### config.mk
export PLATFORM = sky130hd
export DESIGN_NAME = array_list_engine_unit
export DESIGN_NICKNAME = d
export VERILOG_FILES = /design/src/rtl/ale_pkg.sv /design/src/rtl/ale_front.sv /design/src/rtl/ale_back.sv /design/src/rtl/array_list_engine_unit.sv
export SDC_FILE = /design/constraint.sdc
export NUM_CORES = 2
export LEC_CHECK = 0
export BUFFER_PORTS_ARGS = -buffer_cell sky130_fd_sc_hd__buf_2
export CAP_MARGIN = 20
export CORE_AREA = 5 5 478 362
export CTS_CLUSTER_SIZE = 40
export DETAILED_ROUTE_END_ITERATION = 10
export DIE_AREA = 0 0 483 367
export PLACE_DENSITY = 0.48
export RECOVER_POWER = 100
export SLEW_MARGIN = 20
export SYNTH_ARGS = -nofsm -noshare
export SYNTH_HDL_FRONTEND = slang
export SYNTH_SLANG_ARGS = --single-unit
### constraint.sdc
create_clock -name i_clk -period 6.42 [get_ports i_clk]
set_input_delay 0.321 -clock i_clk [delete_from_list [all_inputs] [get_ports i_clk]]
set_output_delay 0.321 -clock i_clk [all_outputs]
set_load 0.02 [all_outputs]
### src/rtl/ale_pkg.sv
// ----------------------------------------------------------------------------
// ale_pkg: shared types and constants for the array list engine
// Action codes, status codes and the front-to-back command word.
// ----------------------------------------------------------------------------
package ale_pkg;

    localparam int DEPTH_DEF  = 32;
    localparam int WIDTH_DEF  = 32;
    localparam int QDEPTH_DEF = 2;   // command queue depth
    localparam int AW         = 4;   // action field width
    localparam int VW         = 32;  // value and key field width
    localparam int PW         = 6;   // position and count field width
    localparam int IW         = 5;   // index field width
    localparam int SW         = 2;   // status field width

    typedef enum logic [AW-1:0] {
        ACT_CLEAR      = 4'd0,
        ACT_APPEND     = 4'd1,
        ACT_INSERT_AT  = 4'd2,
        ACT_DELETE_AT  = 4'd3,
        ACT_DELETE_VAL = 4'd4,
        ACT_SEARCH     = 4'd5,
        ACT_READ_AT    = 4'd6,
        ACT_INS_SORTED = 4'd7,
        ACT_INS_BEFORE = 4'd8,
        ACT_DUMP       = 4'd9,
        ACT_DUMP_REV   = 4'd10
    } t_action;

    typedef enum logic [SW-1:0] {
        ST_OK       = 2'd0,
        ST_BAD_POS  = 2'd1,
        ST_NOTFOUND = 2'd2,
        ST_FULL     = 2'd3
    } t_status;

    // classified command handed from front to back
    typedef struct packed {
        logic [AW-1:0] action;
        logic          known;
        logic [VW-1:0] value;
        logic [VW-1:0] key;
        logic [PW-1:0] position;
    } t_cmd;

    typedef enum logic [3:0] {
        S_IDLE,
        S_SEARCH,
        S_MATCH,
        S_SORT_INIT,
        S_SORT_LD,
        S_SORT_CMP,
        S_SORT_END,
        S_SHUP_RD,
        S_SHUP_WR,
        S_SHDN_RD,
        S_SHDN_WR,
        S_READ,
        S_DUMP_RD,
        S_DUMP_OUT,
        S_EMIT
    } t_state;

endpackage

### src/rtl/ale_front.sv
// ----------------------------------------------------------------------------
// ale_front: input stage and command queue
// Accepts words, tags known actions and holds them in a short queue.
// ----------------------------------------------------------------------------
module ale_front #(
    parameter int QDEPTH = ale_pkg::QDEPTH_DEF
) (
    input  logic                 i_clk,
    input  logic                 i_rst_n,
    input  logic                 i_valid,
    output logic                 o_ready,
    input  logic [ale_pkg::AW-1:0] i_action,
    input  logic [ale_pkg::VW-1:0] i_value,
    input  logic [ale_pkg::VW-1:0] i_key,
    input  logic [ale_pkg::PW-1:0] i_position,
    output logic                 o_cmd_valid,
    input  logic                 i_cmd_ready,
    output ale_pkg::t_cmd        o_cmd
);
    localparam int QA = $clog2(QDEPTH);

    ale_pkg::t_cmd r_q [QDEPTH];
    logic [QA-1:0] r_wp, r_rp;
    logic [QA:0]   r_cnt;
    ale_pkg::t_cmd w_in;
    logic          w_push, w_pop;

    assign o_ready     = (r_cnt != (QA+1)'(QDEPTH));
    assign o_cmd_valid = (r_cnt != '0);
    assign o_cmd       = r_q[r_rp];
    assign w_push      = i_valid && o_ready;
    assign w_pop       = o_cmd_valid && i_cmd_ready;

    always_comb begin
        w_in.action   = i_action;
        w_in.known    = (i_action <= 4'(ale_pkg::ACT_DUMP_REV));
        w_in.value    = i_value;
        w_in.key      = i_key;
        w_in.position = i_position;
    end

    always_ff @(posedge i_clk) begin
        if (w_push) begin
            r_q[r_wp] <= w_in;
        end
    end

    always_ff @(posedge i_clk) begin
        if (!i_rst_n) begin
            r_wp  <= '0;
            r_rp  <= '0;
            r_cnt <= '0;
        end else begin
            if (w_push) r_wp <= (r_wp == QA'(QDEPTH-1)) ? '0 : r_wp + 1'b1;
            if (w_pop)  r_rp <= (r_rp == QA'(QDEPTH-1)) ? '0 : r_rp + 1'b1;
            r_cnt <= r_cnt + (QA+1)'(w_push) - (QA+1)'(w_pop);
        end
    end
endmodule

### src/rtl/ale_back.sv
// ----------------------------------------------------------------------------
// ale_back: list sequencer
// Walks the element memory one entry per step and emits result words.
// ----------------------------------------------------------------------------
module ale_back #(
    parameter int DEPTH = ale_pkg::DEPTH_DEF,
    parameter int WIDTH = ale_pkg::WIDTH_DEF
) (
    input  logic                   i_clk,
    input  logic                   i_rst_n,
    input  logic                   i_cmd_valid,
    output logic                   o_cmd_ready,
    input  ale_pkg::t_cmd          i_cmd,
    output logic                   o_valid,
    input  logic                   i_ready,
    output logic [ale_pkg::SW-1:0] o_status,
    output logic [ale_pkg::IW-1:0] o_index,
    output logic [ale_pkg::VW-1:0] o_data,
    output logic [ale_pkg::PW-1:0] o_count,
    output logic                   o_last
);
    localparam int AB = $clog2(DEPTH);
    localparam int CB = $clog2(DEPTH + 1);

    logic [WIDTH-1:0] r_mem [DEPTH];
    logic [WIDTH-1:0] r_rd;
    logic [WIDTH-1:0] r_hold;        // element carried along a sort pass

    ale_pkg::t_state r_state, n_state;
    ale_pkg::t_cmd   r_cmd;
    logic [CB-1:0]   r_count, n_count;
    logic [CB-1:0]   r_i, n_i;       // walk index
    logic [CB-1:0]   r_lim, n_lim;   // sort pass bound
    logic [CB-1:0]   r_tgt, n_tgt;   // target position
    logic [ale_pkg::SW-1:0] r_st, n_st;

    // memory port controls
    logic            w_we;
    logic [AB-1:0]   w_wa, w_ra;
    logic [WIDTH-1:0] w_wd;
    logic [CB-1:0]   w_dump_i;

    // output register
    logic            r_ov;
    logic [ale_pkg::SW-1:0] r_os;
    logic [ale_pkg::IW-1:0] r_oi;
    logic [ale_pkg::VW-1:0] r_od;
    logic [ale_pkg::PW-1:0] r_oc;
    logic            r_ol;
    logic            w_emit;
    logic [ale_pkg::SW-1:0] w_es;
    logic [ale_pkg::IW-1:0] w_ei;
    logic [ale_pkg::VW-1:0] w_ed;
    logic            w_el;

    logic [WIDTH-1:0] w_val, w_key;
    logic             w_full;
    logic             w_oslot;
    logic             w_less;        // sort: next entry below carried one
    logic             w_hit;         // search match
    logic             w_ge;          // sorted insert: entry not below value

    assign w_val   = WIDTH'($signed(r_cmd.value));
    assign w_key   = WIDTH'($signed(r_cmd.key));
    assign w_full  = (r_count == CB'(DEPTH));
    assign w_oslot = !r_ov || i_ready;
    assign w_less  = ($signed(r_rd) < $signed(r_hold));
    assign w_hit   = (r_rd == ((r_cmd.action == ale_pkg::ACT_DELETE_VAL) ? w_val : w_key));
    assign w_ge    = !($signed(r_rd) < $signed(w_val));
    assign w_dump_i = (r_cmd.action == ale_pkg::ACT_DUMP) ? r_i
                      : r_count - 1'b1 - r_i;

    assign o_cmd_ready = (r_state == ale_pkg::S_IDLE);
    assign o_valid  = r_ov;
    assign o_status = r_os;
    assign o_index  = r_oi;
    assign o_data   = r_od;
    assign o_count  = r_oc;
    assign o_last   = r_ol;

    always_ff @(posedge i_clk) begin
        if (w_we) r_mem[w_wa] <= w_wd;
        r_rd <= r_mem[w_ra];
    end

    // next state
    always_comb begin
        n_state = r_state;
        n_count = r_count;
        n_i = r_i; n_lim = r_lim; n_tgt = r_tgt; n_st = r_st;
        case (r_state)
            ale_pkg::S_IDLE: begin
                n_i = '0; n_st = ale_pkg::ST_OK; n_tgt = '0;
                if (i_cmd_valid) begin
                    n_state = ale_pkg::S_EMIT;
                    if (i_cmd.known) begin
                        case (ale_pkg::t_action'(i_cmd.action))
                            ale_pkg::ACT_CLEAR: n_count = '0;
                            ale_pkg::ACT_APPEND: begin
                                if (w_full) n_st = ale_pkg::ST_FULL;
                                else begin
                                    n_tgt = r_count; n_i = r_count;
                                    n_state = ale_pkg::S_SHUP_WR;
                                end
                            end
                            ale_pkg::ACT_INSERT_AT: begin
                                if ({1'b0, i_cmd.position} > 7'(r_count))
                                    n_st = ale_pkg::ST_BAD_POS;
                                else if (w_full) n_st = ale_pkg::ST_FULL;
                                else begin
                                    n_tgt = CB'(i_cmd.position); n_i = r_count;
                                    n_state = ale_pkg::S_SHUP_RD;
                                end
                            end
                            ale_pkg::ACT_DELETE_AT, ale_pkg::ACT_READ_AT: begin
                                if ({1'b0, i_cmd.position} >= 7'(r_count))
                                    n_st = ale_pkg::ST_BAD_POS;
                                else begin
                                    n_tgt = CB'(i_cmd.position);
                                    n_i = CB'(i_cmd.position);
                                    n_state = (i_cmd.action ==
                                        ale_pkg::ACT_READ_AT) ? ale_pkg::S_READ
                                        : ale_pkg::S_SHDN_RD;
                                end
                            end
                            ale_pkg::ACT_DELETE_VAL, ale_pkg::ACT_SEARCH,
                            ale_pkg::ACT_INS_BEFORE: n_state = ale_pkg::S_SEARCH;
                            ale_pkg::ACT_INS_SORTED: begin
                                n_lim = r_count;
                                n_state = ale_pkg::S_SORT_INIT;
                            end
                            ale_pkg::ACT_DUMP, ale_pkg::ACT_DUMP_REV: begin
                                if (r_count != '0) n_state = ale_pkg::S_DUMP_RD;
                            end
                            default: n_state = ale_pkg::S_EMIT;
                        endcase
                    end
                end
            end
            // read r_i, compare next cycle
            ale_pkg::S_SEARCH: begin
                if (r_i >= r_count) begin
                    if (r_cmd.action == ale_pkg::ACT_INS_SORTED) begin
                        n_tgt = r_count; n_i = r_count;
                        n_state = ale_pkg::S_SHUP_RD;
                    end else begin
                        n_st = ale_pkg::ST_NOTFOUND; n_tgt = '0;
                        n_state = ale_pkg::S_EMIT;
                    end
                end else n_state = ale_pkg::S_MATCH;
            end
            ale_pkg::S_MATCH: begin
                if (r_cmd.action == ale_pkg::ACT_INS_SORTED) begin
                    // list is sorted: first entry not below the value
                    if (w_ge) begin
                        n_tgt = r_i; n_i = r_count; n_state = ale_pkg::S_SHUP_RD;
                    end else begin
                        n_i = r_i + 1'b1; n_state = ale_pkg::S_SEARCH;
                    end
                end else if (w_hit) begin
                    n_tgt = r_i;
                    if (r_cmd.action == ale_pkg::ACT_SEARCH) n_state = ale_pkg::S_EMIT;
                    else if (r_cmd.action == ale_pkg::ACT_DELETE_VAL)
                        n_state = ale_pkg::S_SHDN_RD;
                    else if (w_full) begin
                        n_st = ale_pkg::ST_FULL; n_tgt = '0;
                        n_state = ale_pkg::S_EMIT;
                    end else begin
                        n_i = r_count; n_state = ale_pkg::S_SHUP_RD;
                    end
                end else begin
                    n_i = r_i + 1'b1; n_state = ale_pkg::S_SEARCH;
                end
            end
            // bubble sort: pass over [0, r_lim), largest lands at r_lim-1
            ale_pkg::S_SORT_INIT: begin
                if (r_lim <= CB'(1)) begin
                    n_i = '0;
                    if (w_full) begin
                        n_st = ale_pkg::ST_FULL; n_tgt = '0;
                        n_state = ale_pkg::S_EMIT;
                    end else n_state = ale_pkg::S_SEARCH;
                end else n_state = ale_pkg::S_SORT_LD;
            end
            ale_pkg::S_SORT_LD: n_state = ale_pkg::S_SORT_CMP;
            ale_pkg::S_SORT_CMP: begin
                n_i = r_i + 1'b1;
                if (r_i + CB'(2) >= r_lim) n_state = ale_pkg::S_SORT_END;
            end
            ale_pkg::S_SORT_END: begin
                n_lim = r_lim - 1'b1; n_i = '0;
                n_state = ale_pkg::S_SORT_INIT;
            end
            ale_pkg::S_SHUP_RD: n_state = ale_pkg::S_SHUP_WR;
            ale_pkg::S_SHUP_WR: begin
                if (r_i == r_tgt) begin
                    n_count = r_count + 1'b1; n_state = ale_pkg::S_EMIT;
                end else begin
                    n_i = r_i - 1'b1; n_state = ale_pkg::S_SHUP_RD;
                end
            end
            ale_pkg::S_SHDN_RD: begin
                if (r_i + 1'b1 >= r_count) begin
                    n_count = r_count - 1'b1; n_state = ale_pkg::S_EMIT;
                end else n_state = ale_pkg::S_SHDN_WR;
            end
            ale_pkg::S_SHDN_WR: begin
                n_i = r_i + 1'b1; n_state = ale_pkg::S_SHDN_RD;
            end
            ale_pkg::S_READ: n_state = ale_pkg::S_EMIT;
            ale_pkg::S_DUMP_RD: n_state = ale_pkg::S_DUMP_OUT;
            ale_pkg::S_DUMP_OUT: begin
                if (w_oslot) begin
                    if (r_i + 1'b1 >= r_count) n_state = ale_pkg::S_IDLE;
                    else begin
                        n_i = r_i + 1'b1; n_state = ale_pkg::S_DUMP_RD;
                    end
                end
            end
            ale_pkg::S_EMIT: if (w_oslot) n_state = ale_pkg::S_IDLE;
            default: n_state = ale_pkg::S_IDLE;
        endcase
    end

    // memory and output controls
    always_comb begin
        w_we = 1'b0; w_wa = r_i[AB-1:0]; w_wd = r_rd; w_ra = r_i[AB-1:0];
        w_emit = 1'b0; w_es = r_st; w_ei = ale_pkg::IW'(r_tgt);
        w_ed = '0; w_el = 1'b1;
        case (r_state)
            ale_pkg::S_SORT_LD: w_ra = AB'(r_i + 1'b1);
            ale_pkg::S_SORT_CMP: begin
                // smaller of the pair stays behind, larger is carried on
                w_we = 1'b1; w_wa = r_i[AB-1:0];
                w_wd = w_less ? r_rd : r_hold;
                w_ra = AB'(r_i + CB'(2));
            end
            ale_pkg::S_SORT_END: begin
                w_we = 1'b1; w_wa = r_i[AB-1:0]; w_wd = r_hold;
            end
            ale_pkg::S_SHUP_RD: w_ra = AB'(r_i - 1'b1);
            ale_pkg::S_SHUP_WR: begin
                w_we = 1'b1; w_wa = r_i[AB-1:0];
                w_wd = (r_i == r_tgt) ? w_val : r_rd;
            end
            ale_pkg::S_SHDN_RD: w_ra = AB'(r_i + 1'b1);
            ale_pkg::S_SHDN_WR: begin
                w_we = 1'b1; w_wa = r_i[AB-1:0]; w_wd = r_rd;
            end
            ale_pkg::S_DUMP_RD: w_ra = w_dump_i[AB-1:0];
            ale_pkg::S_DUMP_OUT: begin
                // keep the address so a stalled word stays put
                w_ra = w_dump_i[AB-1:0];
                w_emit = w_oslot; w_es = ale_pkg::ST_OK;
                w_ei = ale_pkg::IW'(w_dump_i);
                w_ed = ale_pkg::VW'($signed(r_rd));
                w_el = (r_i + 1'b1 >= r_count);
            end
            ale_pkg::S_EMIT: begin
                w_emit = w_oslot;
                if (r_cmd.known && r_cmd.action == ale_pkg::ACT_READ_AT &&
                    r_st == ale_pkg::ST_OK)
                    w_ed = ale_pkg::VW'($signed(r_rd));
            end
            default: ;
        endcase
    end

    always_ff @(posedge i_clk) begin
        if (r_state == ale_pkg::S_IDLE && i_cmd_valid) r_cmd <= i_cmd;
        if (r_state == ale_pkg::S_SORT_LD) r_hold <= r_rd;
        else if (r_state == ale_pkg::S_SORT_CMP && !w_less) r_hold <= r_rd;
        if (w_emit) begin
            r_os <= w_es; r_oi <= w_ei; r_od <= w_ed; r_ol <= w_el;
            r_oc <= ale_pkg::PW'(r_count);
        end
    end

    always_ff @(posedge i_clk) begin
        if (!i_rst_n) begin
            r_state <= ale_pkg::S_IDLE;
            r_count <= '0;
            r_i <= '0; r_lim <= '0; r_tgt <= '0;
            r_st <= ale_pkg::ST_OK;
            r_ov <= 1'b0;
        end else begin
            r_state <= n_state; r_count <= n_count;
            r_i <= n_i; r_lim <= n_lim; r_tgt <= n_tgt;
            r_st <= n_st;
            if (w_emit) r_ov <= 1'b1;
            else if (i_ready) r_ov <= 1'b0;
        end
    end
endmodule

### src/rtl/array_list_engine_unit.sv
// ----------------------------------------------------------------------------
// array_list_engine_unit: ordered list of signed words with count
//
//  channel | signals                           | direction
//  in      | i_valid/o_ready, action..position | to block
//  out     | o_valid/i_ready, status..last     | from block
//
// Search, shifts and dumps walk the one-read-port element memory entry by
// entry, a read state then a compare, write or output state for each.
// Sorted insert first bubble sorts the list, then searches for its place.
// Synchronous active-low reset empties the list; memory is not cleared.
// A stalled result word holds the back end; the QDEPTH-entry queue keeps
// taking input until it fills.
// ----------------------------------------------------------------------------
module array_list_engine_unit #(
    parameter int DEPTH  = ale_pkg::DEPTH_DEF,
    parameter int WIDTH  = ale_pkg::WIDTH_DEF,
    parameter int QDEPTH = ale_pkg::QDEPTH_DEF
) (
    input  logic                   i_clk,
    input  logic                   i_rst_n,
    input  logic                   i_valid,
    output logic                   o_ready,
    input  logic [ale_pkg::AW-1:0] i_action,
    input  logic [ale_pkg::VW-1:0] i_value,
    input  logic [ale_pkg::VW-1:0] i_key,
    input  logic [ale_pkg::PW-1:0] i_position,
    output logic                   o_valid,
    input  logic                   i_ready,
    output logic [ale_pkg::SW-1:0] o_status,
    output logic [ale_pkg::IW-1:0] o_index,
    output logic [ale_pkg::VW-1:0] o_data,
    output logic [ale_pkg::PW-1:0] o_count,
    output logic                   o_last
);
    logic          w_cv, w_cr;
    ale_pkg::t_cmd w_cmd;

    ale_front #(.QDEPTH(QDEPTH)) u_front (
        .i_clk, .i_rst_n, .i_valid, .o_ready, .i_action, .i_value, .i_key,
        .i_position, .o_cmd_valid(w_cv), .i_cmd_ready(w_cr), .o_cmd(w_cmd)
    );

    ale_back #(.DEPTH(DEPTH), .WIDTH(WIDTH)) u_back (
        .i_clk, .i_rst_n, .i_cmd_valid(w_cv), .o_cmd_ready(w_cr),
        .i_cmd(w_cmd), .o_valid, .i_ready, .o_status, .o_index, .o_data,
        .o_count, .o_last
    );
endmodule
==> flow_summary.yaml <==
clock_tree:
  clockBufferDepth: 3
  clock_buffer_count_from_cts: 138
  tritoncts: "yes"
  postCtsResizedCells: 0
  htree_levels: 4
  root_buffer: "clkbuf_16"
  worst_skew_pair.late_latency_ns: 0.79
  cts.reportedPaths.clkPinSlew_ns: 0.06
  clock_sink_count: 1389
floorplan:
  die_width_um: 483
  initial_core_util_pct: 34.6
  design.portCount: 126
  floorplan.die.height_um: 367
  design.die.area_um2: 177000
  core_region_area_um2: 168000
  number_of_placement_rows: 131
routing:
  drt_iter0_drc: 3905
  ant_nets: 0
  viasPerCell: 5.60
  firstDrtPassIters: 6
  route.final.wire_length_um: 175000
  vias: 34200
  routed_wirelength_normalized_by_instance_count_um: 28.7
  drc: 0
synthesis:
  ys.warnings.count: 0
  post_synth_instance_area_um2: 58300
  async_reset_ff_share_pct: 0
  yosys_register_bits: 1389
  syn_area_per_cell_um2: 17.0
  yosys_most_used_dff: "edfxtp_1"
  syn-instance-count: 3430
  synth_edf_count: 1321
  syn_nets: 3613
  synth_cell_types: 83
  synth_sequential_area_ratio_pct: 70.4
grt:
  number_of_antenna_violations_at_the_first_check_in_global_routing: 3
  vias_in_the_first_global_route: 33400
  global_router_s_overall_resource_usage_pct: 19.3
  wire_length_of_the_first_global_routing_pass_um: 250000
  grt_max_degree: 65
  globalRouteOverflowTotal: 0
cells_and_area:
  multi_input_comb_area_um2: 16200
  share_of_post_route_cells_with_drive_strength_above_1_pct: 17.4
  flow.area_growth_from_synthesis_pct: 15.7
  register_area_um2: 41000
  final_core_util_pct: 40.0
  fin_nets: 3905
  fillers: 15600
  layout.cells.most_common: "edfxtp_1"
  layout_common_cells: "edfxtp_1, mux4_2, clkbuf_1, o21ai_0, clkbuf_16"
sta:
  grt_setup_unrepaired: "false"
  setup_violations: 0
  tns_ns: 0
  finalWorstPathRequiredPeriod_ns: 5.66
  report.final.slew_viol_count: 1032
  worst-slew-pin-transition_ns: 4.21
  fin_crit_sh_pct: 88.1
  hold_viol_final: 0
  max_clock_freq_ghz: 0.177
  relSlewSlack_pct: -181
  fin_worst_skew_ns: 0.0263
outcome:
  failed_checks: "max-capacitance violations, max-slew violations"
  status: "finished, violations left"
setup_path:
  timing.critical_path.required_ns: 6.82
  timing.critical_path.to_type: "flip-flop"
  critical_path_peak_fanout: 37
  critPathMostFrequentCell: "nor2_1"
  setup.worst_path.start_class: "flip-flop"
  cp.arrival_ns: 6.05
  critical-path-max-stage-delay_ns: 1.81
  cp_cell_sequence: "clkbuf_1, nor2_1, nor2_1, o21ai_0, nand2_1, nor2_1, clkbuf_2"
  setup.worst_path.class: "flip-flop to flip-flop"
  critical-path-slowest-cell: "nor2_1"
min_path:
  hold_path_class: "input port to flip-flop"
placement:
  dp.final_hpwl_um: 106000
  gp_routability_congestion: 0.879
  port_buffers: 125
power:
  static-leakage-power_nw: 21.9
  power_density_nw_per_um2: 488
  worst_ir_drop_on_vdd_mv: 0.243
run:
  cap_viol_max_count: 39
## power by group
part	switching, mW	internal [mW]	leakage, nW	total, mW
clock	3.57	4.72	2.23	8.30
combinational	7.20	3.91	7.10	11.1
sequential	0.813	12.7	12.6	13.5
total	11.6	21.4	21.9	32.9
## metrics by stage
step	cell area (um^2)	power, mW	setup WS [ns]	hold WS [ns]	cells
finish	67400	32.9	0.765	0.113	6100
global route	67400	34.6	0.645	0.137	6100
CTS	68300	33.4	1.60	0.0823	6097
detailed placement	62900	25.0	1.66	0.484	5765
global placement	62800	25.0	1.75	0.469	5761
floorplan	58300	20.6	1.14	0.406	3430
## critical path, delay by kind of cell (launching register included)
kind	cells	cell delay, ns
compound gates	1	0.46
buf+inv	2	1.41
flops	1	0.30
simple gates	4	3.05
## layer usage
metal  GRT usage, %  vias up  part of all wire, %
met2           28.0     1355                   43
met3           4.69      213                  7.7
met5              0        -                    0
met4           4.51        0                  1.9
li1               -    14500                    -
met1           29.1    18100                   47
## layout make-up
type | count | area share, %
diodes | 1 | 0.00371
clock buffers | 184 | 5.62
clock inverters | 72 | 1.20
inverters | 128 | 0.713
multi-input cells | 1718 | 24.1
flip-flops and latches | 1389 | 60.8
well taps | 2261 | 4.20
repair buffers | 347 | 3.33
## state kept, by name (all words and copies together) (netlist names), 4 cells and up, named ones only
| signal | count |
|---|---|
| u_back.r_hold | 32 |
| u_back.w_key | 32 |
| u_back.r_rd | 32 |
| u_back.o_index | 5 |
| u_back.r_state | 4 |
| u_back.r_i | 6 |
| u_back.r_lim | 6 |
| u_back.r_cmd | 5 |
| u_back.r_tgt | 6 |
| u_back.w_val | 32 |
| u_front.r_q | 150 |
| u_back.o_data | 32 |
| u_back.r_count | 6 |
| u_back.r_mem | 1024 |
| u_back.o_count | 6 |
## kinds of logic (layout without fill, tap and decap cells)
family	count (synthesis)	count (layout)	share of synthesized area (%)
adder cells (fa/ha/maj)	105	105	2.27
AND/OR/NAND/NOR	502	502	4.10
flip-flops	1389	1389	70.4
XOR/XNOR	50	50	0.752
buffers and inverters	323	731	2.23
AO/OA/AOI/OAI	685	685	8.12
other	0	1	0
multiplexers	376	376	12.1
## what timing repair did
item                      CTS  global route
hold endpoints to repair  153             0
setup buffers               0             0
hold buffers               76             0
## synth_stat cells, types with 28 or more instances
library cell	count	area (um^2)
edfxtp_1	1321	39700
mux4_2	256	5770
o21ai_0	187	936
nor2_1	145	544
clkbuf_1	129	484
inv_1	123	462
nand2_1	121	454
a21oi_1	114	571
a221oi_1	106	928
ha_1	104	1300
mux2_2	72	811
dfxtp_1	68	1360
a22o_1	66	578
nand3_1	64	320
mux2i_1	47	470
nor3_1	44	220
buf_2	38	190
a41oi_1	35	307
and2_1	28	175
## final timing paths
check | start | slack [ns] | cells after the start | endpoint
max | u_back.r_state[0]$_SDFFE_PN0P_ | 0.76 | 7 | u_back.r_mem[11][31]$_DFFE_PP_
min | i_ready | 0.11 | 3 | u_back.o_valid$_SDFFE_PN0P_
max reg2reg | u_back.r_state[0]$_SDFFE_PN0P_ | 0.76 | 7 | u_back.r_mem[11][31]$_DFFE_PP_
min reg2reg | u_back.r_st[0]$_SDFFE_PN0P_ | 0.49 | 2 | u_back.r_st[0]$_SDFFE_PN0P_
No activity file was read; power rests on OpenSTA's default activity.
